## config.mk

```make
export PLATFORM = sky130hd
export DESIGN_NAME = contrast_stretch_two_pass
export DESIGN_NICKNAME = d
export VERILOG_FILES = /design/src/cst_pkg.sv /design/src/cst_queue.sv /design/src/cst_front.sv /design/src/cst_back.sv /design/src/contrast_stretch_two_pass.sv
export SDC_FILE = /design/constraint.sdc
export NUM_CORES = 1
export LEC_CHECK = 0
export BUFFER_PORTS_ARGS = -buffer_cell sky130_fd_sc_hd__buf_2
export CAP_MARGIN = 10
export CORE_MARGIN = 2
export CORE_UTILIZATION = 50
export DETAILED_ROUTE_END_ITERATION = 7
export GPL_ROUTABILITY_DRIVEN = 0
export PLACE_DENSITY = 0.78
export SLEW_MARGIN = 20
export SYNTH_ARGS = -nofsm -noshare
export SYNTH_HDL_FRONTEND = slang
export SYNTH_HIERARCHICAL = 1
export SYNTH_SLANG_ARGS = --single-unit
```

## constraint.sdc

```tcl
create_clock -name clk -period 6.15 [get_ports clk]
set_input_delay 1.23 -clock clk [delete_from_list [all_inputs] [get_ports clk]]
set_output_delay 1.23 -clock clk [all_outputs]
set_load 0.05 [all_outputs]
```

## src/cst_pkg.sv

```systemverilog
// Shared types, codes and constants of the two-pass contrast stretch.
`timescale 1ns / 1ps

package cst_pkg;

	// Default width of the measured minimum and maximum.
	localparam int unsigned SAMPLE_BITS_DEF = 8;

	// Fixed field widths.
	localparam int unsigned IN_BITS    = 8;
	localparam int unsigned OUT_BITS   = 8;
	localparam int unsigned CFG_INDEX_BITS = 4;
	localparam int unsigned CFG_DATA_BITS  = 8;

	// Entries in the queue between front and back.
	localparam int unsigned QUEUE_DEPTH = 2;

	// Reset values of the configuration registers.
	localparam logic [OUT_BITS-1:0] OUT_LOW_RESET  = 8'd0;
	localparam logic [OUT_BITS-1:0] OUT_HIGH_RESET = 8'd255;

	// Register indexes.
	localparam logic [CFG_INDEX_BITS-1:0] REG_OUT_LOW  = 4'd0;
	localparam logic [CFG_INDEX_BITS-1:0] REG_OUT_HIGH = 4'd1;

	// Operation codes of an input word.
	localparam logic OP_MEASURE = 1'b0;
	localparam logic OP_MAP     = 1'b1;

	typedef struct packed {
		logic                op;
		logic [IN_BITS-1:0]  sample;
		logic                first;
	} item_t;

	typedef struct packed {
		logic [OUT_BITS-1:0] stretched;
		logic                degenerate;
	} result_t;

	typedef enum logic [1:0] {
		BK_IDLE,
		BK_LOAD,
		BK_DIV,
		BK_FIN
	} back_state_t;

endpackage

```

## src/cst_queue.sv

```systemverilog
// Small register queue that carries map words from the front to the back.
`timescale 1ns / 1ps

module cst_queue #(
	parameter int unsigned WIDTH = 24
) (
	input  logic             clk,
	input  logic             arst_n,
	input  logic             push,
	input  logic [WIDTH-1:0] push_data,
	output logic             full,
	input  logic             pop,
	output logic [WIDTH-1:0] head,
	output logic             head_valid
);

	localparam int unsigned DEPTH = cst_pkg::QUEUE_DEPTH;
	localparam int unsigned PW    = (DEPTH > 1) ? $clog2(DEPTH) : 1;
	localparam int unsigned CW    = $clog2(DEPTH + 1);

	logic [WIDTH-1:0] mem_q [DEPTH];
	logic [PW-1:0]    wr_ptr_q;
	logic [PW-1:0]    rd_ptr_q;
	logic [CW-1:0]    count_q;

	assign full       = (count_q == CW'(DEPTH));
	assign head_valid = (count_q != '0);
	assign head       = mem_q[rd_ptr_q];

	always_ff @(posedge clk) begin
		if (push) begin
			mem_q[wr_ptr_q] <= push_data;
		end
	end

	always_ff @(posedge clk or negedge arst_n) begin
		if (!arst_n) begin
			wr_ptr_q <= '0;
			rd_ptr_q <= '0;
			count_q  <= '0;
		end else begin
			if (push) begin
				wr_ptr_q <= (wr_ptr_q == PW'(DEPTH - 1)) ? '0 : wr_ptr_q + 1'b1;
			end
			if (pop) begin
				rd_ptr_q <= (rd_ptr_q == PW'(DEPTH - 1)) ? '0 : rd_ptr_q + 1'b1;
			end
			if (push && !pop) begin
				count_q <= count_q + 1'b1;
			end else if (pop && !push) begin
				count_q <= count_q - 1'b1;
			end
		end
	end

endmodule

```

## src/cst_front.sv

```systemverilog
// Front end: takes input words, tracks the measured range and queues map words.
`timescale 1ns / 1ps

module cst_front #(
	parameter int unsigned SAMPLE_BITS = cst_pkg::SAMPLE_BITS_DEF
) (
	input  logic                                           clk,
	input  logic                                           arst_n,
	input  cst_pkg::item_t                                 item,
	input  logic                                           item_valid,
	output logic                                           item_ready,
	input  logic                                           q_full,
	output logic                                           push,
	output logic [cst_pkg::IN_BITS+2*SAMPLE_BITS-1:0]      push_data
);

	logic [SAMPLE_BITS-1:0] lo_seen_q;
	logic [SAMPLE_BITS-1:0] hi_seen_q;
	logic [SAMPLE_BITS-1:0] sample_ext;
	logic                   accept;

	// Measure words never enter the queue, so only map words wait for space.
	assign item_ready = !q_full || (item.op == cst_pkg::OP_MEASURE);
	assign accept     = item_valid && item_ready;
	assign sample_ext = SAMPLE_BITS'(item.sample);

	// A map word carries the range as it stands now, so later measure words
	// cannot disturb a word that still waits in the queue.
	assign push      = accept && (item.op == cst_pkg::OP_MAP);
	assign push_data = {item.sample, lo_seen_q, hi_seen_q};

	always_ff @(posedge clk or negedge arst_n) begin
		if (!arst_n) begin
			lo_seen_q <= '1;
			hi_seen_q <= '0;
		end else if (accept && (item.op == cst_pkg::OP_MEASURE)) begin
			if (item.first) begin
				lo_seen_q <= sample_ext;
				hi_seen_q <= sample_ext;
			end else begin
				if (sample_ext < lo_seen_q) begin
					lo_seen_q <= sample_ext;
				end
				if (sample_ext > hi_seen_q) begin
					hi_seen_q <= sample_ext;
				end
			end
		end
	end

endmodule

```

## src/cst_back.sv

```systemverilog
// Back end: multiply, restoring divide, offset and clamp of one map word.
`timescale 1ns / 1ps

module cst_back #(
	parameter int unsigned SAMPLE_BITS = cst_pkg::SAMPLE_BITS_DEF
) (
	input  logic                                      clk,
	input  logic                                      arst_n,
	input  logic [cst_pkg::IN_BITS+2*SAMPLE_BITS-1:0] head,
	input  logic                                      head_valid,
	output logic                                      pop,
	input  logic [cst_pkg::OUT_BITS-1:0]              out_low,
	input  logic [cst_pkg::OUT_BITS-1:0]              out_high,
	output cst_pkg::result_t                          result,
	output logic                                      result_valid,
	input  logic                                      result_ready
);

	localparam int unsigned SB = SAMPLE_BITS;
	localparam int unsigned OB = cst_pkg::OUT_BITS;
	localparam int unsigned QB = cst_pkg::OUT_BITS;
	localparam int unsigned PB = OB + SB;
	localparam int unsigned CB = $clog2(QB);

	cst_pkg::back_state_t state_q;
	cst_pkg::back_state_t state_d;

	// Fields of the queue head.
	logic [cst_pkg::IN_BITS-1:0] h_sample;
	logic [SB-1:0]               h_lo;
	logic [SB-1:0]               h_hi;

	logic [SB:0]   span_now;
	logic          degen_now;
	logic [SB:0]   dv;
	logic [SB:0]   dv_neg;
	logic [SB-1:0] dv_mag;
	logic [OB:0]   dout;
	logic [OB:0]   dout_neg;
	logic [OB-1:0] dout_mag;
	logic [PB-1:0] prod_now;

	logic [PB-1:0] prod_q;
	logic [SB-1:0] span_q;
	logic          neg_q;
	logic          degen_q;
	logic [SB-1:0] rem_q;
	logic          sat_q;
	logic [QB-1:0] pl_q;
	logic [QB-1:0] qt_q;
	logic [CB-1:0] cnt_q;
	logic          sat_now;

	logic [SB:0]   trial;
	logic [SB:0]   trial_sub;
	logic          trial_ge;

	logic [QB:0]   qmag;
	logic [OB+1:0] r_full;
	logic [OB-1:0] bmin;
	logic [OB-1:0] bmax;
	logic [OB-1:0] clamped;
	logic          out_load;

	cst_pkg::result_t result_q;
	logic             res_valid_q;

	assign h_sample = head[cst_pkg::IN_BITS+2*SB-1 -: cst_pkg::IN_BITS];
	assign h_lo     = head[2*SB-1:SB];
	assign h_hi     = head[SB-1:0];

	// An empty or inverted measured range gives the degenerate result.
	assign span_now  = {1'b0, h_hi} - {1'b0, h_lo};
	assign degen_now = span_now[SB] || (span_now == '0);

	// Signed operands are split into magnitude and sign for an unsigned multiply.
	assign dv       = {1'b0, SB'(h_sample)} - {1'b0, h_lo};
	assign dv_neg   = -dv;
	assign dv_mag   = dv[SB] ? dv_neg[SB-1:0] : dv[SB-1:0];
	assign dout     = {1'b0, out_high} - {1'b0, out_low};
	assign dout_neg = -dout;
	assign dout_mag = dout[OB] ? dout_neg[OB-1:0] : dout[OB-1:0];
	assign prod_now = PB'(dout_mag) * PB'(dv_mag);

	// A quotient of 256 or more always lands on a clamp bound, so the divider
	// only produces eight bits and flags the rest as saturated.
	assign sat_now = (prod_q[PB-1:QB] >= span_q);

	assign trial     = {rem_q, pl_q[QB-1]};
	assign trial_ge  = (trial >= {1'b0, span_q});
	assign trial_sub = trial - {1'b0, span_q};

	assign qmag   = sat_q ? {1'b1, {QB{1'b0}}} : {1'b0, qt_q};
	assign r_full = neg_q ? ({2'b00, out_low} - (OB+2)'(qmag))
	                      : ({2'b00, out_low} + (OB+2)'(qmag));
	assign bmin   = (out_low < out_high) ? out_low : out_high;
	assign bmax   = (out_low < out_high) ? out_high : out_low;

	always_comb begin
		if ($signed(r_full) < $signed({2'b00, bmin})) begin
			clamped = bmin;
		end else if ($signed(r_full) > $signed({2'b00, bmax})) begin
			clamped = bmax;
		end else begin
			clamped = r_full[OB-1:0];
		end
	end

	always_ff @(posedge clk or negedge arst_n) begin
		if (!arst_n) begin
			state_q <= cst_pkg::BK_IDLE;
		end else begin
			state_q <= state_d;
		end
	end

	always_comb begin
		state_d  = state_q;
		pop      = 1'b0;
		out_load = 1'b0;
		case (state_q)
			cst_pkg::BK_IDLE: begin
				if (head_valid) begin
					pop     = 1'b1;
					state_d = degen_now ? cst_pkg::BK_FIN : cst_pkg::BK_LOAD;
				end
			end
			cst_pkg::BK_LOAD: begin
				state_d = sat_now ? cst_pkg::BK_FIN : cst_pkg::BK_DIV;
			end
			cst_pkg::BK_DIV: begin
				if (cnt_q == CB'(QB - 1)) begin
					state_d = cst_pkg::BK_FIN;
				end
			end
			cst_pkg::BK_FIN: begin
				if (!res_valid_q || result_ready) begin
					out_load = 1'b1;
					state_d  = cst_pkg::BK_IDLE;
				end
			end
			default: begin
				state_d = cst_pkg::BK_IDLE;
			end
		endcase
	end

	always_ff @(posedge clk) begin
		if (pop) begin
			prod_q  <= prod_now;
			span_q  <= span_now[SB-1:0];
			neg_q   <= dv[SB] ^ dout[OB];
			degen_q <= degen_now;
		end
		if (state_q == cst_pkg::BK_LOAD) begin
			rem_q <= prod_q[PB-1:QB];
			sat_q <= sat_now;
			pl_q  <= prod_q[QB-1:0];
			qt_q  <= '0;
			cnt_q <= '0;
		end else if (state_q == cst_pkg::BK_DIV) begin
			rem_q <= trial_ge ? trial_sub[SB-1:0] : trial[SB-1:0];
			qt_q  <= {qt_q[QB-2:0], trial_ge};
			pl_q  <= {pl_q[QB-2:0], 1'b0};
			cnt_q <= cnt_q + 1'b1;
		end
		if (out_load) begin
			result_q.stretched  <= degen_q ? out_low : clamped;
			result_q.degenerate <= degen_q;
		end
	end

	always_ff @(posedge clk or negedge arst_n) begin
		if (!arst_n) begin
			res_valid_q <= 1'b0;
		end else if (out_load) begin
			res_valid_q <= 1'b1;
		end else if (result_ready) begin
			res_valid_q <= 1'b0;
		end
	end

	assign result       = result_q;
	assign result_valid = res_valid_q;

	// The back end never takes a word from an empty queue.
	a_pop_has_data: assert property (@(posedge clk) disable iff (!arst_n)
		pop |-> head_valid)
		else $error("back end popped an empty queue");

	// The divider runs its full count before finishing.
	a_div_runs: assert property (@(posedge clk) disable iff (!arst_n)
		(state_q == cst_pkg::BK_DIV) && (cnt_q != CB'(QB - 1)) |=>
		(state_q == cst_pkg::BK_DIV))
		else $error("divider left early");

	// A degenerate result is the lower output bound register.
	a_degen_low: assert property (@(posedge clk) disable iff (!arst_n)
		res_valid_q && result_q.degenerate |-> (result_q.stretched == out_low))
		else $error("degenerate result differs from out_low");

	// Every other result lies inside the configured output range.
	a_in_range: assert property (@(posedge clk) disable iff (!arst_n)
		res_valid_q && !result_q.degenerate |->
		((result_q.stretched >= out_low) && (result_q.stretched <= out_high)) ||
		((result_q.stretched >= out_high) && (result_q.stretched <= out_low)))
		else $error("result outside the output range");

endmodule

```

## src/contrast_stretch_two_pass.sv

```systemverilog
// Top level of the two-pass linear contrast stretch.
`timescale 1ns / 1ps

// Two-pass linear contrast stretch. Stream every channel sample of a frame
// once as a measure word (op = 0, first = 1 on the frame's first sample) to
// collect the minimum and maximum, then stream the samples again as map
// words (op = 1); each map word yields one result word holding
// (out_high - out_low) * (v - min) / (max - min) + out_low, truncated toward
// zero and clamped to the output range. When max is not above min (also
// right after reset) the result is out_low with degenerate set. A measure
// word gives no result. A map word is handed to the back end through a
// two-entry queue and passes there through these steps: read the queue and
// multiply, load the divider, eight steps of the radix-2 restoring divider
// that forms the 8-bit quotient, and add, clamp and load the output
// register; a degenerate word or one whose quotient saturates skips the
// divider. The divider is the only shared unit; the back end takes the next
// map word only after the last one has loaded the output register.
// Configuration (out_low at index 0, out_high at index 1, other indexes
// ignored) must be written through the cfg port only while the block is
// idle; the block itself does not enforce this, and cfg_ready is always high.
module contrast_stretch_two_pass #(
	parameter int unsigned SAMPLE_BITS = cst_pkg::SAMPLE_BITS_DEF
) (
	input  logic                                 clk,
	input  logic                                 arst_n,
	input  cst_pkg::item_t                       item,
	input  logic                                 item_valid,
	output logic                                 item_ready,
	output cst_pkg::result_t                     result,
	output logic                                 result_valid,
	input  logic                                 result_ready,
	input  logic                                 cfg_valid,
	output logic                                 cfg_ready,
	input  logic [cst_pkg::CFG_INDEX_BITS-1:0]   cfg_index,
	input  logic [cst_pkg::CFG_DATA_BITS-1:0]    cfg_data
);

	// Each queued word holds the sample and the range measured so far.
	localparam int unsigned QW = cst_pkg::IN_BITS + 2 * SAMPLE_BITS;

	logic [cst_pkg::OUT_BITS-1:0] out_low_q;
	logic [cst_pkg::OUT_BITS-1:0] out_high_q;

	logic          q_full;
	logic          q_push;
	logic [QW-1:0] q_push_data;
	logic          q_pop;
	logic [QW-1:0] q_head;
	logic          q_head_valid;

	// Configuration writes are always taken; unknown indexes do nothing.
	assign cfg_ready = 1'b1;

	always_ff @(posedge clk or negedge arst_n) begin
		if (!arst_n) begin
			out_low_q  <= cst_pkg::OUT_LOW_RESET;
			out_high_q <= cst_pkg::OUT_HIGH_RESET;
		end else if (cfg_valid && cfg_ready) begin
			if (cfg_index == cst_pkg::REG_OUT_LOW) begin
				out_low_q <= cfg_data[cst_pkg::OUT_BITS-1:0];
			end else if (cfg_index == cst_pkg::REG_OUT_HIGH) begin
				out_high_q <= cfg_data[cst_pkg::OUT_BITS-1:0];
			end
		end
	end

	// Front end: range tracking and queuing of map words.
	cst_front #(
		.SAMPLE_BITS(SAMPLE_BITS)
	) u_front (
		.clk        (clk),
		.arst_n     (arst_n),
		.item       (item),
		.item_valid (item_valid),
		.item_ready (item_ready),
		.q_full     (q_full),
		.push       (q_push),
		.push_data  (q_push_data)
	);

	// The queue lets the front keep taking words while the divider works.
	cst_queue #(
		.WIDTH(QW)
	) u_queue (
		.clk        (clk),
		.arst_n     (arst_n),
		.push       (q_push),
		.push_data  (q_push_data),
		.full       (q_full),
		.pop        (q_pop),
		.head       (q_head),
		.head_valid (q_head_valid)
	);

	// Back end: arithmetic and the output register.
	cst_back #(
		.SAMPLE_BITS(SAMPLE_BITS)
	) u_back (
		.clk          (clk),
		.arst_n       (arst_n),
		.head         (q_head),
		.head_valid   (q_head_valid),
		.pop          (q_pop),
		.out_low      (out_low_q),
		.out_high     (out_high_q),
		.result       (result),
		.result_valid (result_valid),
		.result_ready (result_ready)
	);

endmodule

```

Word level (Yosys, flattened, before mapping)
Memory sizes are Yosys's and may differ from the RTL's.
Cells that the tools add are included.
Cells by class
  $lt $le $gt $ge: 7
  $mul: 1
  mux-type cells: 36
  bitwise operators: 3
  reductions and logical operators: 26
  equal/unequal tests: 9
  add/sub/neg operators: 13
Operator list (count)
  8-bit 2-to-1 mux: 16
  8-bit by 8-bit subtractor with 9-bit output: 3
  8-bit < comparator: 2
  8-bit by 8-bit multiplier with 16-bit output: 1
  8-bit negation: 2
  2-bit 2-to-1 mux: 6
  2-bit nonzero test: 6
  1-bit 2-to-1 mux: 11
  8-bit by 9-bit adder with 10-bit output: 1
  10-bit by 9-bit greater-than comparator with 1-bit output: 1
  10-bit by 9-bit < comparator with 1-bit output: 1
  10-bit 2-to-1 mux: 1
  8-bit by 9-bit subtractor with 10-bit output: 1
  9-bit by 8-bit >= comparator with 1-bit output: 1
  9-bit zero test: 1
  9-bit 2-to-1 mux: 1
  8-bit >= comparator: 1
  8-bit greater-than comparator: 1
  2-bit case mux with 4 select lines: 1
  8-bit subtractor: 1
  2-bit == test, second input constant: 3
  2-bit AND reduction: 3
  3-bit AND reduction: 2
  1-bit logical AND: 5
  15 further kinds: 23
Storage, ports and cells
  RAM bits: 48
  output and inout port bits: 12
  register bits after elaboration: 102
  memories: 1
  logic and storage cells: 116
  bits of input ports: 27
Memories
  u_queue.mem_q: words 2, bits a word 24, rd ports 1, clocked after Yosys merged registers in 0, wr ports 1, RTL line cst_queue.sv:21  | logic [WIDTH-1:0] mem_q [DEPTH];

Longest topological paths before layout
  depth in word-level cells: 9
  depth in mapped cells: 31
  depth with buffers taken out: 29

Modules after synthesis
The synthesis kept the hierarchy.
Modules (own cells, without submodules)
  cst_back: area each 7629.8 um2, seq. area each 1856.8 um2, times used 1, cells each 817
  cst_queue: area each 2023.2 um2, seq. area each 1541.5 um2, times used 1, cells each 91
  cst_front: area each 1157.4 um2, seq. area each 410.4 um2, times used 1, cells each 110
  contrast_stretch_two_pass: area each 691.9 um2, seq. area each 410.4 um2, times used 1, cells each 38

Worst setup path after synthesis
OpenSTA, ideal clock, no wires.
  kind: register -> register
  start point: register u_queue.rd_ptr_q
  end point: register u_back.prod_q[15] (data pin)
  cell stages (with the launch flop): 28
  period minus slack after synthesis: 6.643 ns
  required time: 5.890 ns
  path buffers: 2
  arrival time: 6.383 ns
  setup slack: -0.493 ns
  library setup time: 0.260 ns
  cell sequence: dfrtp_1 > buf_6 > buf_12 > mux2_4 > inv_1 > ha_1 > fa_1 > nand2b_1 > a21boi_0 > o21ai_0 > a21oi_1 > a211oi_1 > o311ai_1 > xnor2_1 > or2_2 > fa_1 > fa_1 > inv_1 > fa_1 > inv_1 > fa_1 > inv_1 > ha_1 > a21o_1 > a31o_2 > a41oi_1 > a21oi_1 > xnor2_1
Between the ends
  longest elaborated chain between the ends: 5
Ends and longest elaborated chain
  start: declaration: RTL line cst_queue.sv:23  | logic [PW-1:0] rd_ptr_q;
  start signal: assignment: RTL line cst_queue.sv:46  | rd_ptr_q <= (rd_ptr_q == PW'(DEPTH - 1)) ? '0 : rd_ptr_q + 1'b1;
  memory read 2 x 24 bit *
  net q_head[16]: RTL line contrast_stretch_two_pass.sv:48  | logic [QW-1:0] q_head;
  8-bit by 8-bit subtractor with 9-bit output *: RTL line cst_back.sv:77  | assign dv = {1'b0, SB'(h_sample)} - {1'b0, h_lo};
  8-bit negation: RTL line cst_back.sv:78  | assign dv_neg = -dv;
  8-bit 2-to-1 mux *: RTL line cst_back.sv:79  | assign dv_mag = dv[SB] ? dv_neg[SB-1:0] : dv[SB-1:0];
  8-bit by 8-bit multiplier with 16-bit output *: RTL line cst_back.sv:83  | assign prod_now = PB'(dout_mag) * PB'(dv_mag);
  net u_back.prod_now[15]: RTL line cst_back.sv:41  | logic [PB-1:0] prod_now;
  end signal: assignment: RTL line cst_back.sv:150  | prod_q <= prod_now;
  end: declaration: RTL line cst_back.sv:43  | logic [PB-1:0] prod_q;
Mark *: on every way through the listed nets, which the timed path passes. The rest lies on a longest branch.
A chain may end at the register's enable or synchronous reset.

Final worst setup path
  start point: register u_queue.rd_ptr_q
  end point: register u_back.prod_q[13] (data pin)
Same word-level chain as after synthesis.

==> flow_metrics.tcl <==
set metrics [dict create \
    syn_nets 1249 \
    dieArea_sq_um 24200 \
    clk_pin_slew_ps 70 \
    yosysTopAreaCell "edfxtp_1" \
    grt_use_total_pct 20.9 \
    syn_area_sq_um 11500 \
    place_hpwl_microns 18500 \
    cts_made_buffers 17 \
    rows 55 \
    drtIter0Drc 595 \
    routed_wl_microns 25200 \
    avgSynthCellArea_sq_um 10.9 \
    fin_nets 1353 \
    antenna_cells 0 \
    fmaxAchievable_ghz 0.160 \
    crit_fanout 6 \
    crit_type "reg2reg" \
    num_vias 8279 \
    worstSetupEndpointType "flip-flop" \
    worst_slack_ps -103 \
    clock_path_buffers 2 \
    crit_arrival_ps 6440 \
    fp.coreArea_sq_um 22600 \
    clk_latency_ps 440 \
    syn-instance-count 1056 \
    start_util_pct 50.8 \
    drv_cap 0 \
    synth_edf_count 100 \
    hold_path.class "reg2reg" \
    worstMarginPinSlew_ps 984 \
    cts_tree "done" \
    final_cell_mix "inv_1 (114), ha_1 (114), edfxtp_1 (100)" \
    grt_setup_unrepaired "yes" \
    routed-wl-met2_microns 12400 \
    ys_top_cells_by_area "edfxtp_1 (26%), ha_1 (14%), fa_1 (7.1%)" \
    ys_seq_area_share_pct 36.7 \
    yosysWarningCount 6 \
    via_per_inst 5.68 \
    firstDrtPassIters 6 \
    port_buffers 37 \
    ys_seq_elements 150 \
    drc_errors 0 \
    place_ws_ps -228 \
    status "finished with violations" \
    root_buffer "clkbuf_16" \
    grt_max_degree 40 \
    synth_ff_type "edfxtp_1" \
    first_global_vias 8323 \
    wl_met3_microns 1230 \
    fin_crit_sh_pct 102 \
    wl_met1_microns 11100 \
    synth_cell_types 75 \
    antenna_found_initial 0 \
    grt_overflow 0 \
    die_h_microns 156 \
    drive_gt1_share_pct 27.5 \
    highest_layer "met4" \
    finalClockSkew_ps 15.1 \
    setup_viol 5 \
    htree_num_levels 4 \
    min_from "u_queue/count_q[1]" \
    failed_checks "negative setup slack" \
    ios 39 \
    start_kind "flip-flop" \
    cp.required_ps 6340 \
    setup.worst_path.start "u_queue/rd_ptr_q" \
    grt_pass1_wl_microns 40400 \
    slew_violations 0 \
    synthArstFlopShare_pct 26.0 \
    syn_to_final_growth_pct 18.0 \
    slew-limit-headroom_pct 33.8 \
    ant_nets 0 \
    period_minus_slack_ps 6250 \
    fillCellCount 1724 \
    r2r_start "u_queue/rd_ptr_q" \
    hold_viol_final 0 \
    synth_top_area_share_pct 26.1 \
    cts_sinks 150 \
    wl_per_cell_microns 17.3 \
    die_w_microns 156 \
]
[cells by family after synthesis]
logic type	after synthesis	share of synthesized area [%]
flops	150	36.7
simple gates	255	11.2
buf+inv	148	5.65
mux	88	9.21
fa+ha+maj	166	20.7
other cells	1	0.0326
compound gates	189	11.9
xor+xnor	59	4.62
[registers in the layout, indices dropped and copies added (netlist names), 2 cells and up]
name and flops:
u_queue/mem_q 48, u_back/prod_q 16, u_back/result 9, out_high_q 8, out_low_q 8, u_back/pl_q 8
u_back/qt_q 8, u_back/rem_q 8, u_back/span_q 8, u_front/hi_seen_q 8, u_front/lo_seen_q 8, u_back/cnt_q 3
u_back/state_q 2, u_queue/count_q 2
[timing repair]
action | 4_1_cts | 5_1_grt
hold buffers | 0 | 0
gates resized for setup | 37 | 44
setup buffers | 8 | 9
endpoints found under the setup margin | 6 | 7
pin swaps | 13 | 24
endpoints found under the hold margin | 0 | 0
[worst max-delay path, stage by stage, from the launching register on]
cell and delay [ps]:
dfrtp_2 480, mux2_4 350, ha_4 170, fa_2 360, nand2b_4 160, a21boi_4 160, o21ai_2 90, a21oi_2 230
o21ai_4 130, nand3b_1 220, xnor2_4 140, buf_4 160, nor2_1 150, fa_1 470, fa_1 530, fa_1 550
inv_1 50, fa_1 490, inv_2 50, ha_4 250, a21o_1 190, a31o_4 210, a41oi_2 170, nand2b_1 90
xor2_1 140
[per-stage QoR]
step / hold slack (ps) / cells / setup TNS [ps] / util (%) / instance area [sq um]
global placement: 466 / 1409 / -14.4 / 54.8 / 12400
finish: 483 / 1458 / -427 / 60.0 / 13600
detailed placement: 473 / 1409 / -890 / 54.8 / 12400
CTS: 487 / 1449 / 0 / 58.5 / 13300
global route: 506 / 1458 / -1550 / 60.0 / 13600
floorplan: 447 / 1056 / 0 / - / 11600
[synthesized netlist by cell type, drive strengths merged, types with 3 or more instances]
library cell,count
xor2,25
a22o,7
nor2,103
clkbuf,8
dfrtp,23
dfstp,16
or2,18
o31a,3
nand3,10
edfxtp,100
or3,5
a211oi,5
o21a,10
nand4,11
fa,41
xnor2,34
and2,6
a21oi,37
nand2b,17
mux2i,29
nand2,37
a31oi,5
o31ai,9
nor4,3
ha,125
nor3,12
nand3b,8
o211ai,9
nor2b,18
a222oi,6
o21ai,39
a221o,9
a21o,13
mux2,59
inv,121
dfxtp,11
a21boi,9
buf,19
o311ai,8
a41oi,3
a31o,3
[per-layer routing]
layer	vias to the layer above	global-route usage, %
li1	3977	-
met1	4046	27.9
met2	213	35.0
met3	43	3.64
met4	0	6.38
met5	-	0
[final timing paths]
check	to	slack, ps	cells after the start
max	u_back/prod_q[13]	-100	24
min	u_queue/count_q[1]	480	1
max reg2reg	u_back/prod_q[13]	-100	24
min reg2reg	u_queue/count_q[1]	480	1
max in group asynchronous	u_front/lo_seen_q[3]	4790	2
min in group asynchronous	u_queue/wr_ptr_q	780	1
[final cells by class]
cell class,instances,area [sq um],share of cell area [%]
multi-input cells,758,7160,52.7
flip-flops and latches,150,4220,31.1
repair buffers,112,803,5.92
inverters,121,454,3.35
clock buffers,18,429,3.16
well taps,285,357,2.63
clock inverters,14,156,1.15
Power is left out: the tool's default activity adds up to more than one toggle a clock period on the data nets, which glitch-free logic cannot reach.
